$ cat config.mk
export PLATFORM = sky130hd
export DESIGN_NAME = regex_dot_star_matcher
export DESIGN_NICKNAME = d
export VERILOG_FILES = /design/src/rtl/rdsm_pkg.sv /design/src/rtl/rdsm_cell.sv /design/src/rtl/regex_dot_star_matcher.sv
export SDC_FILE = /design/constraint.sdc
export NUM_CORES = 1
export LEC_CHECK = 0
export BUFFER_PORTS_ARGS = -buffer_cell sky130_fd_sc_hd__buf_4
export CAP_MARGIN = 20
export CORE_MARGIN = 2
export CORE_UTILIZATION = 55
export DETAILED_ROUTE_END_ITERATION = 16
export HOLD_SLACK_MARGIN = 0.05
export PLACE_DENSITY = 0.76
export SETUP_SLACK_MARGIN = 0.5
export SYNTH_ARGS = -nofsm -noshare
export SYNTH_HDL_FRONTEND = slang
export SYNTH_SLANG_ARGS = --single-unit
export TNS_END_PERCENT = 1
$ cat constraint.sdc
create_clock -name aclk -period 4.9 [get_ports aclk]
set_input_delay 0 -clock aclk [delete_from_list [all_inputs] [get_ports aclk]]
set_output_delay 0 -clock aclk [all_outputs]
set_load 0.02 [all_outputs]
$ cat src/rtl/rdsm_pkg.sv
// Package for the dot-star pattern matcher: item modes, pattern byte codes
// and the control bundle that the top level drives into each token cell.
// No dependencies.
package rdsm_pkg;

    localparam int MAX_TOKENS_DEFAULT = 16;

    localparam logic [7:0] STAR_BYTE = 8'h2A;
    localparam logic [7:0] DOT_BYTE  = 8'h2E;

    typedef enum logic [1:0] {
        MODE_CLEAR   = 2'd0,
        MODE_APPEND  = 2'd1,
        MODE_RESTART = 2'd2,
        MODE_TEXT    = 2'd3
    } mode_t;

    typedef struct packed {
        logic       accept;        // an input transfer takes place this cycle
        logic       text_step;     // the item is a text byte
        logic       load;          // this cell takes the new token
        logic       mark_repeat;   // a star marks this cell's token as repeating
        logic       clear_repeat;  // the pattern is being cleared
        logic       valid_next;    // this cell holds a token after the update
        logic [7:0] symbol;
    } cell_ctrl_t;

endpackage

$ cat src/rtl/rdsm_cell.sv
// One token cell of the matcher chain: holds a pattern token and the active
// bit of its position, and passes reachability on to the next cell.
// Depends on rdsm_pkg.
module rdsm_cell #(
    parameter bit ACT_RESET = 1'b0
) (
    input  logic                aclk,
    input  logic                aresetn,
    input  rdsm_pkg::cell_ctrl_t ctrl,
    input  logic                fwd_in,
    output logic                fwd_out,
    output logic                closed,
    output logic                repeat_flag
);
    import rdsm_pkg::*;

    logic [7:0] char_reg;
    logic       any_reg;
    logic       rep_reg;
    logic       rep_next;
    logic       act_reg;
    logic       advance;
    logic       stay;

    always_comb begin
        if (ctrl.clear_repeat || ctrl.load) begin
            rep_next = 1'b0;
        end else if (ctrl.mark_repeat) begin
            rep_next = 1'b1;
        end else begin
            rep_next = rep_reg;
        end
    end

    // A matching text byte moves the active bit past this token; a repeating token
    // also keeps it here. Closure then rides along the chain through every
    // repeating token.
    assign advance = ctrl.text_step && act_reg && ctrl.valid_next
                     && (any_reg || (char_reg == ctrl.symbol));
    assign stay    = advance && rep_reg;
    assign closed  = stay || fwd_in;
    assign fwd_out = advance || (closed && rep_next && ctrl.valid_next);
    assign repeat_flag = rep_reg;

    always_ff @(posedge aclk) begin
        if (!aresetn) begin
            rep_reg <= 1'b0;
            act_reg <= ACT_RESET;
        end else if (ctrl.accept) begin
            rep_reg <= rep_next;
            act_reg <= closed;
        end
    end

    always_ff @(posedge aclk) begin
        if (ctrl.accept && ctrl.load) begin
            char_reg <= ctrl.symbol;
            any_reg  <= (ctrl.symbol == DOT_BYTE);
        end
    end

endmodule

$ cat src/rtl/regex_dot_star_matcher.sv
// Top level of the dot-star pattern matcher: pattern loading control, the
// chain of token cells and the registered result stage.
// Depends on rdsm_pkg and rdsm_cell.

// Each input transfer carries a mode in s_tuser (clear pattern, append pattern
// byte, begin empty text, text byte) and a byte in s_tdata; every transfer
// yields exactly one result telling whether the text since the last restart
// matches the whole pattern, where '.' takes any byte and '*' repeats the
// token before it. Pattern changes restart the text. A pattern with more than
// MAX_TOKENS tokens sets the overflow flag and forces no match until cleared.
// The block takes one item per clock cycle while its results are taken: the
// whole NFA step, closure included, is settled in a single pass along the
// chain of token cells. The result is registered and is offered in the cycle
// after its input transfer; a new item is taken in the same cycle as the
// previous result leaves, and the input is held off while a result waits.
module regex_dot_star_matcher #(
    parameter int MAX_TOKENS = rdsm_pkg::MAX_TOKENS_DEFAULT
) (
    input  logic       aclk,
    input  logic       aresetn,
    input  logic       s_tvalid,
    output logic       s_tready,
    input  logic [7:0] s_tdata,   // [7:0] symbol
    input  logic [1:0] s_tuser,   // [1:0] mode
    output logic       m_tvalid,
    input  logic       m_tready,
    output logic [7:0] m_tdata    // [0] matched, [1] overflow, [7:2] zero
);
    import rdsm_pkg::*;

    localparam int CW = $clog2(MAX_TOKENS + 1);

    logic [CW-1:0]        count_reg;
    logic [CW-1:0]        count_next;
    logic                 ovf_reg;
    logic                 ovf_next;
    logic                 m_tvalid_reg;
    logic [1:0]           m_tdata_reg;

    mode_t                mode;
    logic                 accept;
    logic                 is_append;
    logic                 last_rep;
    logic                 merge_star;
    logic                 full;
    logic                 load_tok;
    logic                 set_ovf;
    logic                 end_hit;
    logic                 matched_next;

    logic [MAX_TOKENS:0]  fwd;
    logic [MAX_TOKENS-1:0] closed;
    logic [MAX_TOKENS-1:0] rep;
    cell_ctrl_t           ctrl [MAX_TOKENS];

    assign mode     = mode_t'(s_tuser);
    assign s_tready = !m_tvalid_reg || m_tready;
    assign accept   = s_tvalid && s_tready;

    always_comb begin
        last_rep = 1'b0;
        for (int i = 0; i < MAX_TOKENS; i++) begin
            if (count_reg == CW'(i + 1)) begin
                last_rep = last_rep | rep[i];
            end
        end
    end

    assign is_append  = (mode == MODE_APPEND) && !ovf_reg;
    assign merge_star = is_append && (s_tdata == STAR_BYTE)
                        && (count_reg != '0) && !last_rep;
    assign full       = (count_reg >= CW'(MAX_TOKENS));
    assign load_tok   = is_append && !merge_star && !full;
    assign set_ovf    = is_append && !merge_star && full;

    always_comb begin
        unique case (mode)
            MODE_CLEAR: begin
                count_next = '0;
                ovf_next   = 1'b0;
            end
            MODE_APPEND: begin
                count_next = load_tok ? count_reg + CW'(1) : count_reg;
                ovf_next   = ovf_reg || set_ovf;
            end
            MODE_RESTART, MODE_TEXT: begin
                count_next = count_reg;
                ovf_next   = ovf_reg;
            end
            default: begin
                count_next = count_reg;
                ovf_next   = ovf_reg;
            end
        endcase
    end

    // Any item other than a text byte restarts the text at position zero.
    assign fwd[0] = (mode != MODE_TEXT);

    for (genvar g = 0; g < MAX_TOKENS; g++) begin : g_cell
        always_comb begin
            ctrl[g].accept       = accept;
            ctrl[g].text_step    = (mode == MODE_TEXT);
            ctrl[g].load         = load_tok && (count_reg == CW'(g));
            ctrl[g].mark_repeat  = merge_star && (count_reg == CW'(g + 1));
            ctrl[g].clear_repeat = (mode == MODE_CLEAR);
            ctrl[g].valid_next   = (CW'(g) < count_next);
            ctrl[g].symbol       = s_tdata;
        end

        rdsm_cell #(
            .ACT_RESET (g == 0)
        ) u_cell (
            .aclk        (aclk),
            .aresetn     (aresetn),
            .ctrl        (ctrl[g]),
            .fwd_in      (fwd[g]),
            .fwd_out     (fwd[g+1]),
            .closed      (closed[g]),
            .repeat_flag (rep[g])
        );
    end

    // The match is the active bit at the position just past the last token.
    always_comb begin
        end_hit = (count_next == CW'(MAX_TOKENS)) && fwd[MAX_TOKENS];
        for (int i = 0; i < MAX_TOKENS; i++) begin
            if (count_next == CW'(i)) begin
                end_hit = end_hit | closed[i];
            end
        end
    end

    assign matched_next = end_hit && !ovf_next;

    always_ff @(posedge aclk) begin
        if (!aresetn) begin
            count_reg    <= '0;
            ovf_reg      <= 1'b0;
            m_tvalid_reg <= 1'b0;
        end else begin
            if (accept) begin
                count_reg <= count_next;
                ovf_reg   <= ovf_next;
            end
            if (accept) begin
                m_tvalid_reg <= 1'b1;
            end else if (m_tready) begin
                m_tvalid_reg <= 1'b0;
            end
        end
    end

    always_ff @(posedge aclk) begin
        if (accept) begin
            m_tdata_reg <= {ovf_next, matched_next};
        end
    end

    assign m_tvalid = m_tvalid_reg;
    assign m_tdata  = {6'b0, m_tdata_reg};

endmodule
Word-level counts from Yosys, hierarchy flattened. Cells that the tools add are included.

Add/sub/neg operators: 1. Magnitude comparators: 17. Equal/unequal tests: 54. Muxes and demuxes: 69. Bitwise operators: 31. Reduce and logical (&&, ||, !) cells: 232.

Operator list (number): $logic_and 1x1->1 (154); $eq 8x8->1 (16); $eq 5x4->1 const B (16); $logic_or 1x1->1 (66); $mux 1 (66); $eq 5x3->1 const B (8); $lt 4x5->1 const A (8); $or 1x1->1 (31); $eq 5x2->1 const B (4); $lt 3x5->1 const A (4); $eq 8x6->1 const B (2); $pmux 5 s3 (1); $eq 5x1->1 const B (2); $eq 5x5->1 const B (2); $logic_not 5->1 (2); $lt 1x5->1 const A (2); $lt 2x5->1 const A (2); $logic_not 1->1 (6); $add 5x1->5 const B (1); $ge 5x5->1 const B (1); $mux 5 (1); $reduce_bool 5->1 (1); $eq 2x2->1 const B (2); $pmux 1 s3 (1); 5 further kinds (5).

Bits in registers: 185. Input bits: 14. Output and inout bits: 10. Word-level logic and storage cells: 472.

Longest topological paths before layout.
Depth after elaboration: 141. Depth in mapped cells: 20. Depth with buffers taken out: 16.

Hierarchy. A second synthesis with hierarchy kept.

Cells, all modules: 897. Area total of the unflattened synthesis: 10087.2 um2.

Modules (own cells, without submodules): rdsm_cell (g_cell[10].u_cell ...) (times used 15, cells each 41, area each 524.3 um2, sequential area each 310.3 um2); regex_dot_star_matcher (times used 1, cells each 240, area each 1691.6 um2, sequential area each 200.2 um2); rdsm_cell (g_cell[0].u_cell) (times used 1, cells each 42, area each 531.8 um2, sequential area each 310.3 um2).

Worst setup path after synthesis. Ideal clock, no wire load.

Kind: register -> register. From: reg count_reg[0]. To: reg m_tdata_reg[0] (data pin). Library setup time: 0.158 ns. Arrival: 4.003 ns. Data required time: 4.742 ns. Setup slack: 0.739 ns. Cell stages (with the launch flop): 20. Buffers on the path: 3. Period minus slack after synthesis: 4.161 ns. Cells stage by stage: dfxtp_1 -> clkbuf_1 -> inv_1 -> ha_1 -> nor2b_1 -> clkbuf_2 -> a32oi_1 -> o2111a_1 -> buf_6 -> a31oi_2 -> nand2_1 -> mux2_4 -> o32a_1 -> a21o_1 -> o22ai_1 -> or2_1 -> a31oi_1 -> o21a_1 -> or4_1 -> o211ai_1.

Cells in the longest elaborated chain, start to end: 141. Elaborated cells on any way between the ends: 323. Classes of those cells: add/sub: 1; order compare: 17; eq/ne: 32; mux: 67; bitwise: 31; reduce/logical: 175.

Ends and longest elaborated chain: start, declared (RTL line regex_dot_star_matcher.sv:33) `logic [CW-1:0] count_reg;`; start signal, assigned (RTL line regex_dot_star_matcher.sv:143) `count_reg <= count_next;`; $eq 5x1->1 (RTL line regex_dot_star_matcher.sv:63, regex_dot_star_matcher.sv:104, regex_dot_star_matcher.sv:105); $mux 1 (RTL line regex_dot_star_matcher.sv:63) `if (count_reg == CW'(i + 1)) begin`; $or 1x1->1 (RTL line regex_dot_star_matcher.sv:64) `last_rep = last_rep | rep[i];`; $mux 1 (RTL line regex_dot_star_matcher.sv:63); $or 1x1->1 (RTL line regex_dot_star_matcher.sv:64); $mux 1 (RTL line regex_dot_star_matcher.sv:63); $or 1x1->1 (RTL line regex_dot_star_matcher.sv:64); $mux 1 (RTL line regex_dot_star_matcher.sv:63); (+126 left out); $or 1x1->1 (RTL line regex_dot_star_matcher.sv:129) `end_hit = end_hit | closed[i];`; $mux 1 (RTL line regex_dot_star_matcher.sv:128) `if (count_next == CW'(i)) begin`; $or 1x1->1 (RTL line regex_dot_star_matcher.sv:129); $mux 1 (RTL line regex_dot_star_matcher.sv:128); $or 1x1->1 (RTL line regex_dot_star_matcher.sv:129); $mux 1 (RTL line regex_dot_star_matcher.sv:128); $logic_and 1x1->1 * (RTL line regex_dot_star_matcher.sv:134) `assign matched_next = end_hit && !ovf_next;`; via matched_next (RTL line regex_dot_star_matcher.sv:49) `logic matched_next;`; end signal, assigned (RTL line regex_dot_star_matcher.sv:156) `m_tdata_reg <= {ovf_next, matched_next};`; end, declared (RTL line regex_dot_star_matcher.sv:38) `logic [1:0] m_tdata_reg;`.

The timed path passes the listed nets; every way through them passes the cells marked *. A chain may end at the register's enable or synchronous reset.

Final worst setup path.
From: reg ovf_reg. To: reg m_tdata_reg[0] (data pin).

Cells in the longest elaborated chain, start to end: 112. Elaborated cells on any way between the ends: 273. Classes of those cells: order compare: 16; eq/ne: 16; mux: 51; bitwise: 16; reduce/logical: 174.

Ends and longest elaborated chain: start, declared (RTL line regex_dot_star_matcher.sv:35) `logic ovf_reg;`; start signal, assigned (RTL line regex_dot_star_matcher.sv:144) `ovf_reg <= ovf_next;`; $logic_not 1->1 (RTL line regex_dot_star_matcher.sv:69) `assign is_append = (mode == MODE_APPEND) && !ovf_reg;`; $logic_and 1x1->1 (RTL line regex_dot_star_matcher.sv:69); $logic_and 1x1->1 (RTL line regex_dot_star_matcher.sv:70) `assign merge_star = is_append && (s_tdata == STAR_BYTE)`; $logic_and 1x1->1 (2 in a row) (RTL line regex_dot_star_matcher.sv:71) `&& (count_reg != '0) && !last_rep;`; $logic_not 1->1 (RTL line regex_dot_star_matcher.sv:73, regex_dot_star_matcher.sv:74); $logic_and 1x1->1 (RTL line regex_dot_star_matcher.sv:73, regex_dot_star_matcher.sv:74); $logic_and 1x1->1 (RTL line regex_dot_star_matcher.sv:73) `assign load_tok = is_append && !merge_star && !full;`; $mux 5 (RTL line regex_dot_star_matcher.sv:83) `count_next = load_tok ? count_reg + CW'(1) : count_reg;`; (+96 left out); $or 1x1->1 (RTL line regex_dot_star_matcher.sv:129); $mux 1 (RTL line regex_dot_star_matcher.sv:128); $or 1x1->1 (RTL line regex_dot_star_matcher.sv:129); $mux 1 (RTL line regex_dot_star_matcher.sv:128); $or 1x1->1 (RTL line regex_dot_star_matcher.sv:129); $mux 1 (RTL line regex_dot_star_matcher.sv:128); $logic_and 1x1->1 * (RTL line regex_dot_star_matcher.sv:134); via matched_next (RTL line regex_dot_star_matcher.sv:49).

Marks and branches as above.

==> summary.txt <==
========================================================================================
Run status ................................................................ finished, final reports clean
Die extent in x ...........................................................  136 microns
Avg Synthesized Cell Area .................................................   10.8 sq um
Via count normalized by instance count ....................................         6.29
Number of endpoints failing setup at the final stage ......................            0
Required @ worst endpoint .................................................      5170 ps
Number of flip-flops under the largest register name ......................          128
Instance count along the most critical hold path ..........................            2
Number of search-and-repair iterations in the first detailed-routing pass .            9
Hold Crit Endpoint ........................................................ g_cell[14].u_cell.char_reg[4]$_DFFE_PP_
Post-DR wirelength/cell ................................................... 22.9 microns
Slew at the pin closest to its max-slew limit .............................       871 ps
Worst Path Class, Setup ...................................................   reg -> reg
Pin count of the biggest net entering global routing ......................           46
Area delta synth->final ...................................................        14.3%
Input/output buffers ......................................................           17
Post-synthesis async set-or-reset flop share ..............................           0%
Clock latency at the later pin of the worst-skew pair .....................       440 ps
Category of the worst setup path launch point .............................     register
TritonCTS clock tree ......................................................         done
Busiest layer in global routing ...........................................         met2
Clock group share of total power ..........................................        41.3%
Number of global-route vias before repair .................................         6832
Startpoint of the tightest hold check path ................................   s_tdata[4]
Number of flops mapped to enable cells by yosys ...........................          146
Die Y .....................................................................  136 microns
Wire length of the first global-routing pass .............................. 40400 microns
Met1 demand-to-capacity share in global routing ...........................        41.7%
Yosys Warn Count ..........................................................            0
Kind of end point of the critical path ....................................     register
Via count .................................................................         7358
Portion of total power attributed to sequential cells .....................        50.2%
Peak supply drop ..........................................................   0.000276 V
Leakage ...................................................................   0.00377 uW
Final hold vios ...........................................................            0
Aggregate routed wire length .............................................. 26700 microns
DRC Markers ...............................................................            0
Flip-flop and latch count after synthesis .................................          185
Number of max-cap violations ..............................................            0
Arr. time, crit path ......................................................      4590 ps
Proportion of synthesized chip area in sequential cells ...................        53.5%
Startpoint of the worst register-to-register path ......................... ovf_reg$_SDFFE_PN0P_
Max Transition Viols Final ................................................            0
Share of the cycle needed by the critical path after routing ..............        88.2%
Clk sinks .................................................................          185
Area enclosed by the die boundary ......................................... 0.0186 sq mm
Weighted congestion reported at the end of routability-driven placement ...         1.03
Global Route met3 Usage ...................................................        7.05%
Tmin final ................................................................      4320 ps
Setup TNS after final layout ..............................................         0 ps
Internal power summed over all cells ......................................      2570 uW
Fill cell total of the finished layout ....................................         1354
Clock root cell ...........................................................    clkbuf_16
Synth Cell Area ........................................................... 0.00965 sq mm
CTS H-tree depth ..........................................................            4
Antenna Nets Post-Route ...................................................            0
Fraction of power consumed by combinational cells .........................         8.5%
Standard cell core area ................................................... 0.0172 sq mm
Floorplan row count .......................................................           48
Buffer levels on the longest clock path ...................................            2
Drt first-iter violations .................................................          776
Effective utilization at floorplan ........................................        56.0%
Antenna diode count .......................................................            0
Number of library cell types mapped by synthesis ..........................           85
Initial antenna violation count ...........................................            1
Net count of the finished layout ..........................................          950
Cell Area, Placed ......................................................... 0.0101 sq mm
Crit Reg-Reg Endpoint ..................................................... m_tdata_reg[0]$_DFFE_PP_
Worst min-delay path category .............................................    in -> reg
Gate count of the mapped netlist ..........................................          891
Worst-path clk slew .......................................................        70 ps
Proportion of layout cells with a drive suffix above 1 ....................        16.0%
Switching share of power ..................................................        24.6%
Relative slew slack .......................................................        41.8%
GRT Residual Overflow .....................................................            0
Power density over the cells ..............................................  308 mW/mm^2
Post-route cell area ...................................................... 0.0110 sq mm
Global-route usage over all layers ........................................        29.4%
Net switching power of the design .........................................       836 uW
Detail Placement HPWL ..................................................... 18000 microns
Most used flip-flop cell after synthesis ..................................     edfxtp_1
Fin Clk Skew ..............................................................      13.2 ps
Crit path max fanout ......................................................            8
Total power ...............................................................      3400 uW
Clock buffer count from CTS ...............................................           17
Worst setup slack for register-to-register paths ..........................       580 ps
Cell depth of the worst flop-to-flop path .................................           15
Met2 usage in global routing ..............................................        44.1%
Number of I/O pins ........................................................           24
Setup repair after global routing missed its margin .......................        false
Highest Clock Rate ........................................................      231 MHz
========================================================================================
==> Yosys cell counts (8+ instances only) <==
library cell / n / area, sq um
a31oi_1: 13 / 81.3
dfxtp_1: 39 / 781
a21oi_1: 73 / 365
nand2_1: 79 / 297
and3_1: 11 / 68.8
o21ai_0: 33 / 165
a211oi_1: 11 / 82.6
nand3_1: 28 / 140
nor2_1: 66 / 248
nor3_1: 12 / 60.1
nor4_1: 33 / 206
inv_1: 10 / 37.5
buf_4: 8 / 60.1
clkbuf_1: 30 / 113
xor2_1: 129 / 1130
edfxtp_1: 146 / 4380
nor3b_1: 16 / 120
==> cells in the final DEF, fill, tap and decap left out, types with 6 or more instances in the layout <==
cell and n:
edfxtp_1 146, xor2_1 129, nand2_1 77, a21oi_1 72, nor2_1 65, buf_4 64
dfxtp_1 34, o21ai_0 32, nor4_1 32, nand3_1 28, clkbuf_16 17, nor3b_1 16
nor3_1 12, a31oi_1 11, and3_1 11, inv_1 9, a211oi_1 9, and2_1 7
nor2b_1 6, a311oi_1 6, conb_1 6, dlygate4sd3_1 6
==> area by class of cell <==
type	count	area, sq um	share of cell area [%]
tap	225	282	2.55
sequential	185	5170	46.9
clock inverter	14	176	1.60
timing repair buffer	72	579	5.25
clock buffer	18	429	3.89
inverter	11	41.3	0.374
multi-input combinational	644	4350	39.4
==> worst max-delay path, stage by stage (launching register included) <==
cell,delay [ps]
dfxtp_1,380
or3b_1,630
a211oi_2,300
o2111a_2,340
buf_4,150
nand3_4,140
o32ai_4,350
a311oi_1,90
o32a_1,370
a21o_1,180
o22ai_1,160
or2_1,190
a31oi_2,110
o21a_1,230
or4_1,420
o211ai_1,110
==> worst max path at each step <==
stage,from,end,cells past startpoint
2_1_floorplan,count_reg[0]$_SDFFE_PN0P_,m_tdata_reg[0]$_DFFE_PP_,19
3_3_place_gp,count_reg[0]$_SDFFE_PN0P_,m_tdata_reg[0]$_DFFE_PP_,16
3_5_place_dp,count_reg[1]$_SDFFE_PN0P_,m_tdata_reg[0]$_DFFE_PP_,15
4_1_cts,count_reg[1]$_SDFFE_PN0P_,m_tdata_reg[0]$_DFFE_PP_,16
5_1_grt,ovf_reg$_SDFFE_PN0P_,m_tdata_reg[0]$_DFFE_PP_,15
6_report,ovf_reg$_SDFFE_PN0P_,m_tdata_reg[0]$_DFFE_PP_,15
==> logic make-up after synthesis <==
| group | Yosys count | synth area share, % |
|---|---|---|
| AOI/OAI and AO/OA | 205 | 14.4 |
| xor gates and xnor gates | 130 | 11.8 |
| adders and majority gates | 5 | 0.648 |
| buffers and inverters | 69 | 3.49 |
| DFF | 185 | 53.5 |
| muxes | 4 | 0.480 |
| other | 1 | 0.0389 |
| and+or+nand+nor | 292 | 15.6 |
==> per-stage QoR <==
stage / std cells / hold WS (ps) / worst slack [ps] / util (%)
after detailed placement: 1116 / 254 / 333 / 58.5
final: 1169 / 165 / 578 / 64.0
after global routing: 1169 / 178 / 483 / 64.0
after floorplan: 896 / 76.2 / 739 / -
after global placement: 1115 / 247 / 268 / 58.3
after CTS: 1156 / 162 / 500 / 62.6
==> power groups by stage <==
stage,sequential [uW],combinational (uW),clock (uW)
detailed placement,1740,265,0
finish,1710,289,1410
global placement,1740,263,0
floorplan,1740,170,0
CTS,1710,272,1420
global route,1710,308,1480
==> per-layer routing <==
metal | share of wire (%) | wire length, microns
met5 | 0 | 0
met4 | 3.9 | 1030
met3 | 8.5 | 2280
met2 | 44 | 11900
met1 | 43 | 11500
==> timing repair <==
item	4_1_cts	5_1_grt
cloned	0	2
buffers inserted	2	10
hold buffers	6	0
endpoints found under the hold margin	30	0
endpoints found under the setup margin	3	6
resized for setup	9	29
pin swaps	2	11
Note: power is estimated with default switching activity, not from simulation.
